<file path="src/rtl/i2c_master_bit_sequencer_unit_assert.svh">
// Assertion macros for the I2C master bit sequencer.
`ifndef I2C_MASTER_BIT_SEQUENCER_UNIT_ASSERT_SVH
`define I2C_MASTER_BIT_SEQUENCER_UNIT_ASSERT_SVH

// Same-cycle implication, disabled while in reset.
`define I2CMS_ASSERT_NOW(lbl, clk, rstn, ante, cons, msg) \
  lbl: assert property (@(posedge clk) disable iff (!rstn) (ante) |-> (cons)) \
    else $error(msg);

// Next-cycle implication, disabled while in reset.
`define I2CMS_ASSERT_NEXT(lbl, clk, rstn, ante, cons, msg) \
  lbl: assert property (@(posedge clk) disable iff (!rstn) (ante) |=> (cons)) \
    else $error(msg);

`endif

</file>
<file path="src/rtl/i2cms_pkg.sv">
// Shared types and constants of the I2C master bit sequencer.
package i2cms_pkg;

  localparam logic [2:0] CMD_IDLE  = 3'd0;
  localparam logic [2:0] CMD_START = 3'd1;
  localparam logic [2:0] CMD_STOP  = 3'd2;
  localparam logic [2:0] CMD_SEND  = 3'd3;
  localparam logic [2:0] CMD_WAIT  = 3'd4;
  localparam logic [2:0] CMD_READ  = 3'd5;
  localparam logic [2:0] CMD_ACK   = 3'd6;
  localparam logic [2:0] CMD_NACK  = 3'd7;

  localparam logic [1:0] CFG_PHASE_TICKS      = 2'd0;
  localparam logic [1:0] CFG_READ_PHASE_TICKS = 2'd1;
  localparam logic [1:0] CFG_ACK_TIMEOUT      = 2'd2;

  localparam logic [15:0] PHASE_TICKS_RST      = 16'd720;
  localparam logic [15:0] READ_PHASE_TICKS_RST = 16'd144;
  localparam logic [7:0]  ACK_TIMEOUT_RST      = 8'd50;

  typedef struct packed {
    logic [2:0] cmd;
    logic [7:0] tx_byte;
    logic       sda_in;
  } item_t;

  typedef struct packed {
    logic       scl_out;
    logic       sda_out;
    logic       busy_res;
    logic       done_res;
    logic [7:0] rx_byte;
    logic       ack_missing;
  } res_t;

endpackage

</file>
<file path="src/rtl/i2cms_in_stage.sv">
// Input register stage: holds one request until the sequencer core takes it.
module i2cms_in_stage (
  input  logic             clk_i,
  input  logic             rst_ni,
  input  logic             in_valid_i,
  output logic             in_stall_o,
  input  i2cms_pkg::item_t item_i,
  input  logic             take_i,
  output logic             vld_o,
  output i2cms_pkg::item_t item_o
);
  import i2cms_pkg::*;

  logic  vld_q, vld_d;
  item_t item_q;
  logic  accept;

  assign in_stall_o = vld_q & ~take_i;
  assign accept     = in_valid_i & ~in_stall_o;

  always_comb begin
    vld_d = vld_q;
    if (accept) begin
      vld_d = 1'b1;
    end else if (take_i) begin
      vld_d = 1'b0;
    end
  end

  always_ff @(posedge clk_i or negedge rst_ni) begin
    if (!rst_ni) begin
      vld_q <= 1'b0;
    end else begin
      vld_q <= vld_d;
    end
  end

  always_ff @(posedge clk_i) begin
    if (accept) begin
      item_q <= item_i;
    end
  end

  assign vld_o  = vld_q;
  assign item_o = item_q;

endmodule

</file>
<file path="src/rtl/i2cms_core.sv">
// Sequencer core: bus state, config registers and the one-tick update.
module i2cms_core (
  input  logic             clk_i,
  input  logic             rst_ni,
  input  logic             cfg_we_i,
  input  logic [1:0]       cfg_index_i,
  input  logic [15:0]      cfg_data_i,
  input  logic             go_i,
  input  i2cms_pkg::item_t item_i,
  output i2cms_pkg::res_t  res_o
);
  import i2cms_pkg::*;

  logic [15:0] phase_ticks_q, read_ticks_q;
  logic [7:0]  ack_timeout_q;

  logic [2:0]  cmd_q, cmd_d;
  logic [1:0]  step_q, step_d;
  logic [2:0]  bit_q, bit_d;
  logic [7:0]  shift_q, shift_d;
  logic [15:0] tick_q, tick_d;
  logic [7:0]  poll_q, poll_d;
  logic        scl_q, scl_d, sda_q, sda_d;
  logic [7:0]  rx_q, rx_d;
  logic        err_q, err_d;
  logic        done;

  logic [15:0] len_sel, len, tick_inc;
  logic [7:0]  shift_nxt;
  logic [1:0]  lines;

  // Drive levels applied on the first tick of a phase: {scl, sda}.
  function automatic logic [1:0] phase_lines(input logic [2:0] c, input logic [1:0] s,
                                             input logic dbit, input logic scl,
                                             input logic sda);
    logic sc;
    logic sd;
    sc = scl;
    sd = sda;
    case (c)
      CMD_START: begin
        if (s == 2'd0) sd = 1'b1;
        else if (s == 2'd1) sc = 1'b1;
        else if (s == 2'd2) sd = 1'b0;
        else sc = 1'b0;
      end
      CMD_STOP: begin
        if (s == 2'd0) sc = 1'b0;
        else if (s == 2'd1) sd = 1'b0;
        else if (s == 2'd2) sc = 1'b1;
        else sd = 1'b1;
      end
      CMD_SEND: begin
        if (s == 2'd0) sc = 1'b0;
        else if (s == 2'd1) sd = dbit;
        else if (s == 2'd2) sc = 1'b1;
        else sc = 1'b0;
      end
      CMD_WAIT: begin
        if (s == 2'd0) sc = 1'b0;
        else if (s == 2'd1) sd = 1'b1;
        else if (s == 2'd2) sc = 1'b1;
      end
      CMD_READ: begin
        if (s == 2'd0) begin
          sd = 1'b1;
          sc = 1'b0;
        end else begin
          sc = 1'b1;
        end
      end
      CMD_ACK: begin
        if (s == 2'd0) begin
          sc = 1'b0;
          sd = 1'b0;
        end else begin
          sc = 1'b1;
        end
      end
      CMD_NACK: begin
        if (s == 2'd0) begin
          sc = 1'b0;
          sd = 1'b1;
        end else if (s == 2'd1) begin
          sc = 1'b1;
        end else begin
          sc = 1'b0;
        end
      end
      default: ;
    endcase
    return {sc, sd};
  endfunction

  assign len_sel  = (cmd_q == CMD_READ) ? read_ticks_q : phase_ticks_q;
  assign len      = (len_sel == 16'd0) ? 16'd1 : len_sel;
  assign tick_inc = tick_q + 16'd1;
  assign shift_nxt = (cmd_q == CMD_READ) ? {shift_q[6:0], item_i.sda_in}
                                         : {shift_q[6:0], 1'b0};

  always_comb begin
    cmd_d   = cmd_q;
    step_d  = step_q;
    bit_d   = bit_q;
    shift_d = shift_q;
    tick_d  = tick_q;
    poll_d  = poll_q;
    scl_d   = scl_q;
    sda_d   = sda_q;
    rx_d    = rx_q;
    err_d   = err_q;
    done    = 1'b0;
    lines   = {scl_q, sda_q};

    if (cmd_q == CMD_IDLE) begin
      if (item_i.cmd != CMD_IDLE) begin
        cmd_d  = item_i.cmd;
        step_d = 2'd0;
        bit_d  = 3'd0;
        poll_d = 8'd0;
        tick_d = 16'd0;
        if (item_i.cmd == CMD_SEND) shift_d = item_i.tx_byte;
        if (item_i.cmd == CMD_READ) shift_d = 8'd0;
        if (item_i.cmd == CMD_WAIT) err_d = 1'b0;
        lines = phase_lines(item_i.cmd, 2'd0, item_i.tx_byte[7], scl_q, sda_q);
        scl_d = lines[1];
        sda_d = lines[0];
      end
    end else if (cmd_q == CMD_WAIT && step_q == 2'd3) begin
      // ack poll, one sample per tick
      if (!item_i.sda_in) begin
        scl_d = 1'b0;
        done  = 1'b1;
      end else if (poll_q >= ack_timeout_q) begin
        err_d  = 1'b1;
        cmd_d  = CMD_STOP;
        poll_d = 8'd0;
        step_d = 2'd0;
        tick_d = 16'd0;
        scl_d  = 1'b0;
      end else begin
        poll_d = poll_q + 8'd1;
      end
    end else if (tick_inc < len) begin
      tick_d = tick_inc;
    end else begin
      tick_d = 16'd0;
      case (cmd_q)
        CMD_START, CMD_STOP, CMD_WAIT: begin
          if (step_q != 2'd3) step_d = step_q + 2'd1;
          else done = 1'b1;
        end
        CMD_SEND: begin
          if (step_q != 2'd3) begin
            step_d = step_q + 2'd1;
          end else begin
            shift_d = shift_nxt;
            bit_d   = bit_q + 3'd1;
            if (bit_q != 3'd7) step_d = 2'd1;
            else done = 1'b1;
          end
        end
        CMD_READ: begin
          if (step_q == 2'd0) begin
            step_d = 2'd1;
          end else begin
            shift_d = shift_nxt;
            bit_d   = bit_q + 3'd1;
            if (bit_q != 3'd7) begin
              step_d = 2'd0;
            end else begin
              rx_d = shift_nxt;
              done = 1'b1;
            end
          end
        end
        CMD_ACK: begin
          if (step_q == 2'd0) begin
            step_d = 2'd1;
          end else begin
            scl_d = 1'b0;
            done  = 1'b1;
          end
        end
        CMD_NACK: begin
          if (step_q != 2'd2) step_d = step_q + 2'd1;
          else done = 1'b1;
        end
        default: done = 1'b1;
      endcase
      if (!done) begin
        lines = phase_lines(cmd_q, step_d, shift_d[7], scl_q, sda_q);
        scl_d = lines[1];
        sda_d = lines[0];
      end
    end

    if (done) begin
      cmd_d  = CMD_IDLE;
      step_d = 2'd0;
      bit_d  = 3'd0;
      tick_d = 16'd0;
      poll_d = 8'd0;
    end
  end

  always_ff @(posedge clk_i or negedge rst_ni) begin
    if (!rst_ni) begin
      phase_ticks_q <= PHASE_TICKS_RST;
      read_ticks_q  <= READ_PHASE_TICKS_RST;
      ack_timeout_q <= ACK_TIMEOUT_RST;
    end else if (cfg_we_i) begin
      case (cfg_index_i)
        CFG_PHASE_TICKS:      phase_ticks_q <= cfg_data_i;
        CFG_READ_PHASE_TICKS: read_ticks_q  <= cfg_data_i;
        CFG_ACK_TIMEOUT:      ack_timeout_q <= cfg_data_i[7:0];
        default: ;
      endcase
    end
  end

  always_ff @(posedge clk_i or negedge rst_ni) begin
    if (!rst_ni) begin
      cmd_q   <= CMD_IDLE;
      step_q  <= 2'd0;
      bit_q   <= 3'd0;
      shift_q <= 8'd0;
      tick_q  <= 16'd0;
      poll_q  <= 8'd0;
      scl_q   <= 1'b1;
      sda_q   <= 1'b1;
      rx_q    <= 8'd0;
      err_q   <= 1'b0;
    end else if (go_i) begin
      cmd_q   <= cmd_d;
      step_q  <= step_d;
      bit_q   <= bit_d;
      shift_q <= shift_d;
      tick_q  <= tick_d;
      poll_q  <= poll_d;
      scl_q   <= scl_d;
      sda_q   <= sda_d;
      rx_q    <= rx_d;
      err_q   <= err_d;
    end
  end

  assign res_o.scl_out     = scl_d;
  assign res_o.sda_out     = sda_d;
  assign res_o.busy_res    = (cmd_d != CMD_IDLE);
  assign res_o.done_res    = done;
  assign res_o.rx_byte     = rx_d;
  assign res_o.ack_missing = err_d;

endmodule

</file>
<file path="src/rtl/i2cms_out_stage.sv">
// Result register: holds one result until the consumer takes it.
module i2cms_out_stage (
  input  logic            clk_i,
  input  logic            rst_ni,
  input  logic            load_i,
  input  i2cms_pkg::res_t res_i,
  output logic            ready_o,
  output logic            out_valid_o,
  input  logic            out_stall_i,
  output i2cms_pkg::res_t res_o
);
  import i2cms_pkg::*;

  logic vld_q, vld_d;
  res_t res_q;

  assign ready_o = ~vld_q | ~out_stall_i;

  always_comb begin
    vld_d = vld_q;
    if (load_i) begin
      vld_d = 1'b1;
    end else if (vld_q && !out_stall_i) begin
      vld_d = 1'b0;
    end
  end

  always_ff @(posedge clk_i or negedge rst_ni) begin
    if (!rst_ni) begin
      vld_q <= 1'b0;
    end else begin
      vld_q <= vld_d;
    end
  end

  always_ff @(posedge clk_i) begin
    if (load_i) begin
      res_q <= res_i;
    end
  end

  assign out_valid_o = vld_q;
  assign res_o       = res_q;

endmodule

</file>
<file path="src/rtl/i2c_master_bit_sequencer_unit.sv">
// I2C master bit sequencer top level: input register, sequencer core, result register.
//
//   channel | direction | handshake                  | payload
//   --------+-----------+----------------------------+---------------------------------
//   in      | to block  | in_valid_i / in_stall_o    | cmd_i, tx_byte_i, sda_in_i
//   out     | from block| out_valid_o / out_stall_i  | scl_out_o .. ack_missing_o
//   cfg     | to block  | cfg_we_i                   | cfg_index_i, cfg_data_i
//
// One request (one bus tick) per cycle while the output is not stalled. Each one waits
// in the input register; once taken, its result goes through the core into the result
// register. The core's state update is combinational, which sets the one-per-cycle rate.
// Reset puts the bus lines released, the sequencer idle and config at its defaults.
// A stalled output holds the core; the input then stalls once its register is full.
module i2c_master_bit_sequencer_unit (
  input  logic        clk_i,
  input  logic        rst_ni,
  input  logic        in_valid_i,
  output logic        in_stall_o,
  input  logic [2:0]  cmd_i,
  input  logic [7:0]  tx_byte_i,
  input  logic        sda_in_i,
  output logic        out_valid_o,
  input  logic        out_stall_i,
  output logic        scl_out_o,
  output logic        sda_out_o,
  output logic        busy_res_o,
  output logic        done_res_o,
  output logic [7:0]  rx_byte_o,
  output logic        ack_missing_o,
  input  logic        cfg_we_i,
  input  logic [1:0]  cfg_index_i,
  input  logic [15:0] cfg_data_i
);
  import i2cms_pkg::*;

`include "i2c_master_bit_sequencer_unit_assert.svh"

  item_t item_in, item_q;
  res_t  res_core, res_q;
  logic  in_vld, out_ready, take;

  assign item_in.cmd     = cmd_i;
  assign item_in.tx_byte = tx_byte_i;
  assign item_in.sda_in  = sda_in_i;

  assign take = in_vld & out_ready;

  i2cms_in_stage u_in (
    .clk_i      (clk_i),
    .rst_ni     (rst_ni),
    .in_valid_i (in_valid_i),
    .in_stall_o (in_stall_o),
    .item_i     (item_in),
    .take_i     (take),
    .vld_o      (in_vld),
    .item_o     (item_q)
  );

  i2cms_core u_core (
    .clk_i       (clk_i),
    .rst_ni      (rst_ni),
    .cfg_we_i    (cfg_we_i),
    .cfg_index_i (cfg_index_i),
    .cfg_data_i  (cfg_data_i),
    .go_i        (take),
    .item_i      (item_q),
    .res_o       (res_core)
  );

  i2cms_out_stage u_out (
    .clk_i       (clk_i),
    .rst_ni      (rst_ni),
    .load_i      (take),
    .res_i       (res_core),
    .ready_o     (out_ready),
    .out_valid_o (out_valid_o),
    .out_stall_i (out_stall_i),
    .res_o       (res_q)
  );

  assign scl_out_o     = res_q.scl_out;
  assign sda_out_o     = res_q.sda_out;
  assign busy_res_o    = res_q.busy_res;
  assign done_res_o    = res_q.done_res;
  assign rx_byte_o     = res_q.rx_byte;
  assign ack_missing_o = res_q.ack_missing;

  `I2CMS_ASSERT_NOW(a_done_not_busy, clk_i, rst_ni, take && res_core.done_res, !res_core.busy_res, "done reported while still busy")
  `I2CMS_ASSERT_NOW(a_stall_needs_item, clk_i, rst_ni, in_stall_o, in_vld, "input stalled with empty register")
  `I2CMS_ASSERT_NEXT(a_take_fills_out, clk_i, rst_ni, take, out_valid_o, "taken request left no result")

endmodule

</file>
<file path="config.mk">
export PLATFORM = sky130hd
export DESIGN_NAME = i2c_master_bit_sequencer_unit
export DESIGN_NICKNAME = d
export VERILOG_FILES = /design/src/rtl/i2cms_pkg.sv /design/src/rtl/i2cms_in_stage.sv /design/src/rtl/i2cms_core.sv /design/src/rtl/i2cms_out_stage.sv /design/src/rtl/i2c_master_bit_sequencer_unit.sv
export VERILOG_INCLUDE_DIRS = /design/src /design/src/rtl
export SDC_FILE = /design/constraint.sdc
export NUM_CORES = 1
export LEC_CHECK = 0
export BUFFER_PORTS_ARGS = -buffer_cell sky130_fd_sc_hd__buf_4
export CORE_MARGIN = 2
export CORE_UTILIZATION = 35
export DETAILED_ROUTE_END_ITERATION = 12
export GPL_ROUTABILITY_DRIVEN = 0
export SLEW_MARGIN = 20
export SYNTH_ARGS = -nofsm -noshare
export SYNTH_HDL_FRONTEND = slang
export SYNTH_HIERARCHICAL = 1
export SYNTH_SLANG_ARGS = --single-unit
</file>
<file path="constraint.sdc">
create_clock -name clk_i -period 9.7 [get_ports clk_i]
set_input_delay 0.485 -clock clk_i [delete_from_list [all_inputs] [get_ports clk_i]]
set_output_delay 0.485 -clock clk_i [all_outputs]
set_load 0.1 [all_outputs]
</file>
==> flow_summary.yaml <==
cts:
  cts_max_path_buffers: 2
  htree_levels: 4
  clock-sinks: 118
  cts_resized: 0
  clock_latency_ns: 0.41
  path_clk_slew_ns: 0.06
  cts_root_buf: "clkbuf_16"
  cts_made_buffers: 17
  cts_tree: "built"
worst_setup_path:
  crit_start: "u_core/cmd_q[2]"
  worstSetupPathType: "register to register"
  crit_required_ns: 10.00
  worstRegToRegCells: 10
  rrSetupSlack_ns: 4.99
  start_kind: "register"
  crit_fanout: 26
  r2r_end: "u_core/shift_q[3]"
  cp.arrival_ns: 5.01
  worstReg2RegStart: "u_core/cmd_q[2]"
  endpoint_kind: "register"
synth:
  synth_most_common_cell: "dfrtp_1"
  synth_top_area_share_pct: 30.3
  synth_area_leaders: "dfrtp_1 (30%), mux2_2 (11%), edfxtp_1 (11%)"
  yosysSeqAreaShare_pct: 45.6
  synth_seq_cells: 118
  ys_warn_count: 6
  syn_inst: 622
  synth_edf_count: 25
  netlist_area_sq_um: 6770
  yosysUniqueCellTypes: 70
  ys.flop_type: "dfrtp_1"
  synth_top_area_cell: "dfrtp_1"
  async_reset_ff_share_pct: 78.8
  postSynthAreaPerCell_sq_um: 10.9
  syn_nets: 690
  synthTopCellsByCount: "dfrtp_1 (82), mux2_2 (68), nand2_1 (44)"
hold_path:
  hold_depth: 1
  min_from: "tx_byte_i[5]"
  min_to: "u_in/item_o[6]"
  hold_class: "input pin to register"
job:
  cap_violations: 0
layout:
  n_fill_cell: 1798
  synthToLayoutAreaGrowth_pct: 17.2
  layout.nets: 733
  final_cells: 938
  n_antenna_cell: 0
  drive_gt1_share_pct: 26.4
sta:
  skew_ns: 0.0105
  maxSlewViolCount: 0
  fmax_mhz: 212
  min_period_ns: 4.71
  rsz0062_at_grt: "false"
  hold_viol_final: 0
  worst_slack_ns: 4.99
  finalSetupTns_ns: 0
  max_slew_margin_pct: 30.7
  worst_slew_pin_slew_ns: 1.04
  finalSetupViolCount: 0
  post-route-period-util_pct: 48.5
floorplan:
  fp.dieW_microns: 143
  start_util_pct: 36.0
  die_y_microns: 143
  rows: 50
  design.die.area_sq_um: 20500
  num_io_pins: 50
  coreArea_sq_um: 18800
grt:
  grtUsageTotal_pct: 16.2
  grt_max_degree: 80
  antenna_found_initial: 0
  grt_pass1_wl_microns: 26400
  overflow: 0
  grt_pass1_vias: 5160
power:
  peakVddDrop_v: 0.000116
  power_density_nw_per_um2: 199
  p_leak_nw: 3.48
  finalPower_mw: 1.58
drt:
  drt_iter0_markers: 304
  final_antenna_net_count: 0
  totalWireLength_microns: 15700
  viasPerCell: 5.45
  wire_per_inst_microns: 16.7
  via_count: 5112
  route.detailed.drc: 0
  firstDrtPassIters: 5
run_status:
  status: "finished clean"
placement:
  io_buffers: 49
  dp.final_hpwl_microns: 11300
  post-place-ws_ns: 5.16
  dp_cells: 905
[placed cells by master, fill, tap and decap left out, types with 11 or more instances in the layout]
master | netlist | layout
dfrtp_1 | 82 | 82
buf_4 | 8 | 53
a21oi_1 | 22 | 22
ha_1 | 33 | 33
nand2_1 | 44 | 44
a22o_1 | 14 | 14
mux2_2 | 68 | 68
clkbuf_16 | 0 | 17
nand3_1 | 31 | 31
edfxtp_1 | 25 | 25
o21ai_0 | 32 | 32
nor2_1 | 22 | 22
nor3_1 | 11 | 11
inv_1 | 25 | 25
dfstp_2 | 11 | 11
mux2i_1 | 23 | 23
[kinds of logic (layout without fill, tap and decap cells)]
| group | count (synthesis) | in the layout | share of synthesized area (%) |
|---|---|---|---|
| AO/OA/AOI/OAI | 134 | 134 | 14.0 |
| XOR/XNOR | 17 | 17 | 2.20 |
| adder cells (fa/ha/maj) | 33 | 33 | 6.10 |
| buffers and inverters | 57 | 113 | 4.10 |
| flip-flops | 118 | 118 | 45.6 |
| multiplexers | 91 | 91 | 14.7 |
| AND/OR/NAND/NOR | 172 | 172 | 13.2 |
[area by class of cell]
class	instances	area [sq um]	area share [%]
clock inverter	15	169	2.13
inverter	26	97.6	1.23
clock buffer	17	425	5.36
tap	260	325	4.10
timing repair buffer	55	419	5.28
multi-input combinational	447	3410	42.9
sequential	118	3090	39.0
[through the flow]
step | util, % | cell area, sq um | hold WS, ns
after floorplan | - | 6770 | 0.189
after global placement | 38.9 | 7330 | 0.347
after detailed placement | 38.9 | 7330 | 0.350
after CTS | 42.1 | 7930 | 0.224
after global routing | 42.1 | 7940 | 0.226
final | 42.1 | 7940 | 0.246
[state kept, by name, summed over array words and instances, names as in the netlist, 8 cells and up]
register	cells
u_core/read_ticks_q	16
u_core/ack_timeout_q	8
u_core/poll_q	8
u_in/item_o	12
u_out/res_o	13
u_core/phase_ticks_q	16
u_core/shift_q	8
u_core/tick_q	16
u_core/rx_q	8
[per-layer routing]
layer | GRT usage, % | vias up | part of all wire, %
met1 | 21.6 | 2540 | 45
met5 | 0 | - | 0
met2 | 26.4 | 142 | 49
met4 | 5.16 | 0 | 0.74
li1 | - | 2419 | -
met3 | 3.66 | 11 | 4.7
[report_power, final]
group	internal (mW)	switching, mW
Combinational	0.129	0.195
Clock	0.383	0.245
Sequential	0.575	0.0554
Total	1.09	0.495
[worst max path at each step]
stage,endpoint,slack (ns),cells past startpoint
detailed placement,u_core/shift_q[4],5.16,10
floorplan,u_out/res_o[12],6.13,16
finish,u_core/shift_q[3],4.99,10
CTS,u_core/shift_q[3],5.13,10
global route,u_core/poll_q[3],4.64,10
global placement,u_out/res_o[9],5.31,10
[repair_timing]
item	CTS	global route
hold buffers	1	0
buffers inserted	0	0
hold endpoints to repair	13	0
[critical path: stages (launching register included)]
cell and delay (ns):
dfrtp_1 0.84, nand3b_1 0.90, mux2i_1 0.31, ha_1 0.37, nand4_1 0.11, nor2_1 0.23, nand2_1 0.15, o2111ai_1 0.66
o21ai_0 0.22, a21boi_2 0.41, mux2_2 0.40
Power figures use the tool's default switching activity.
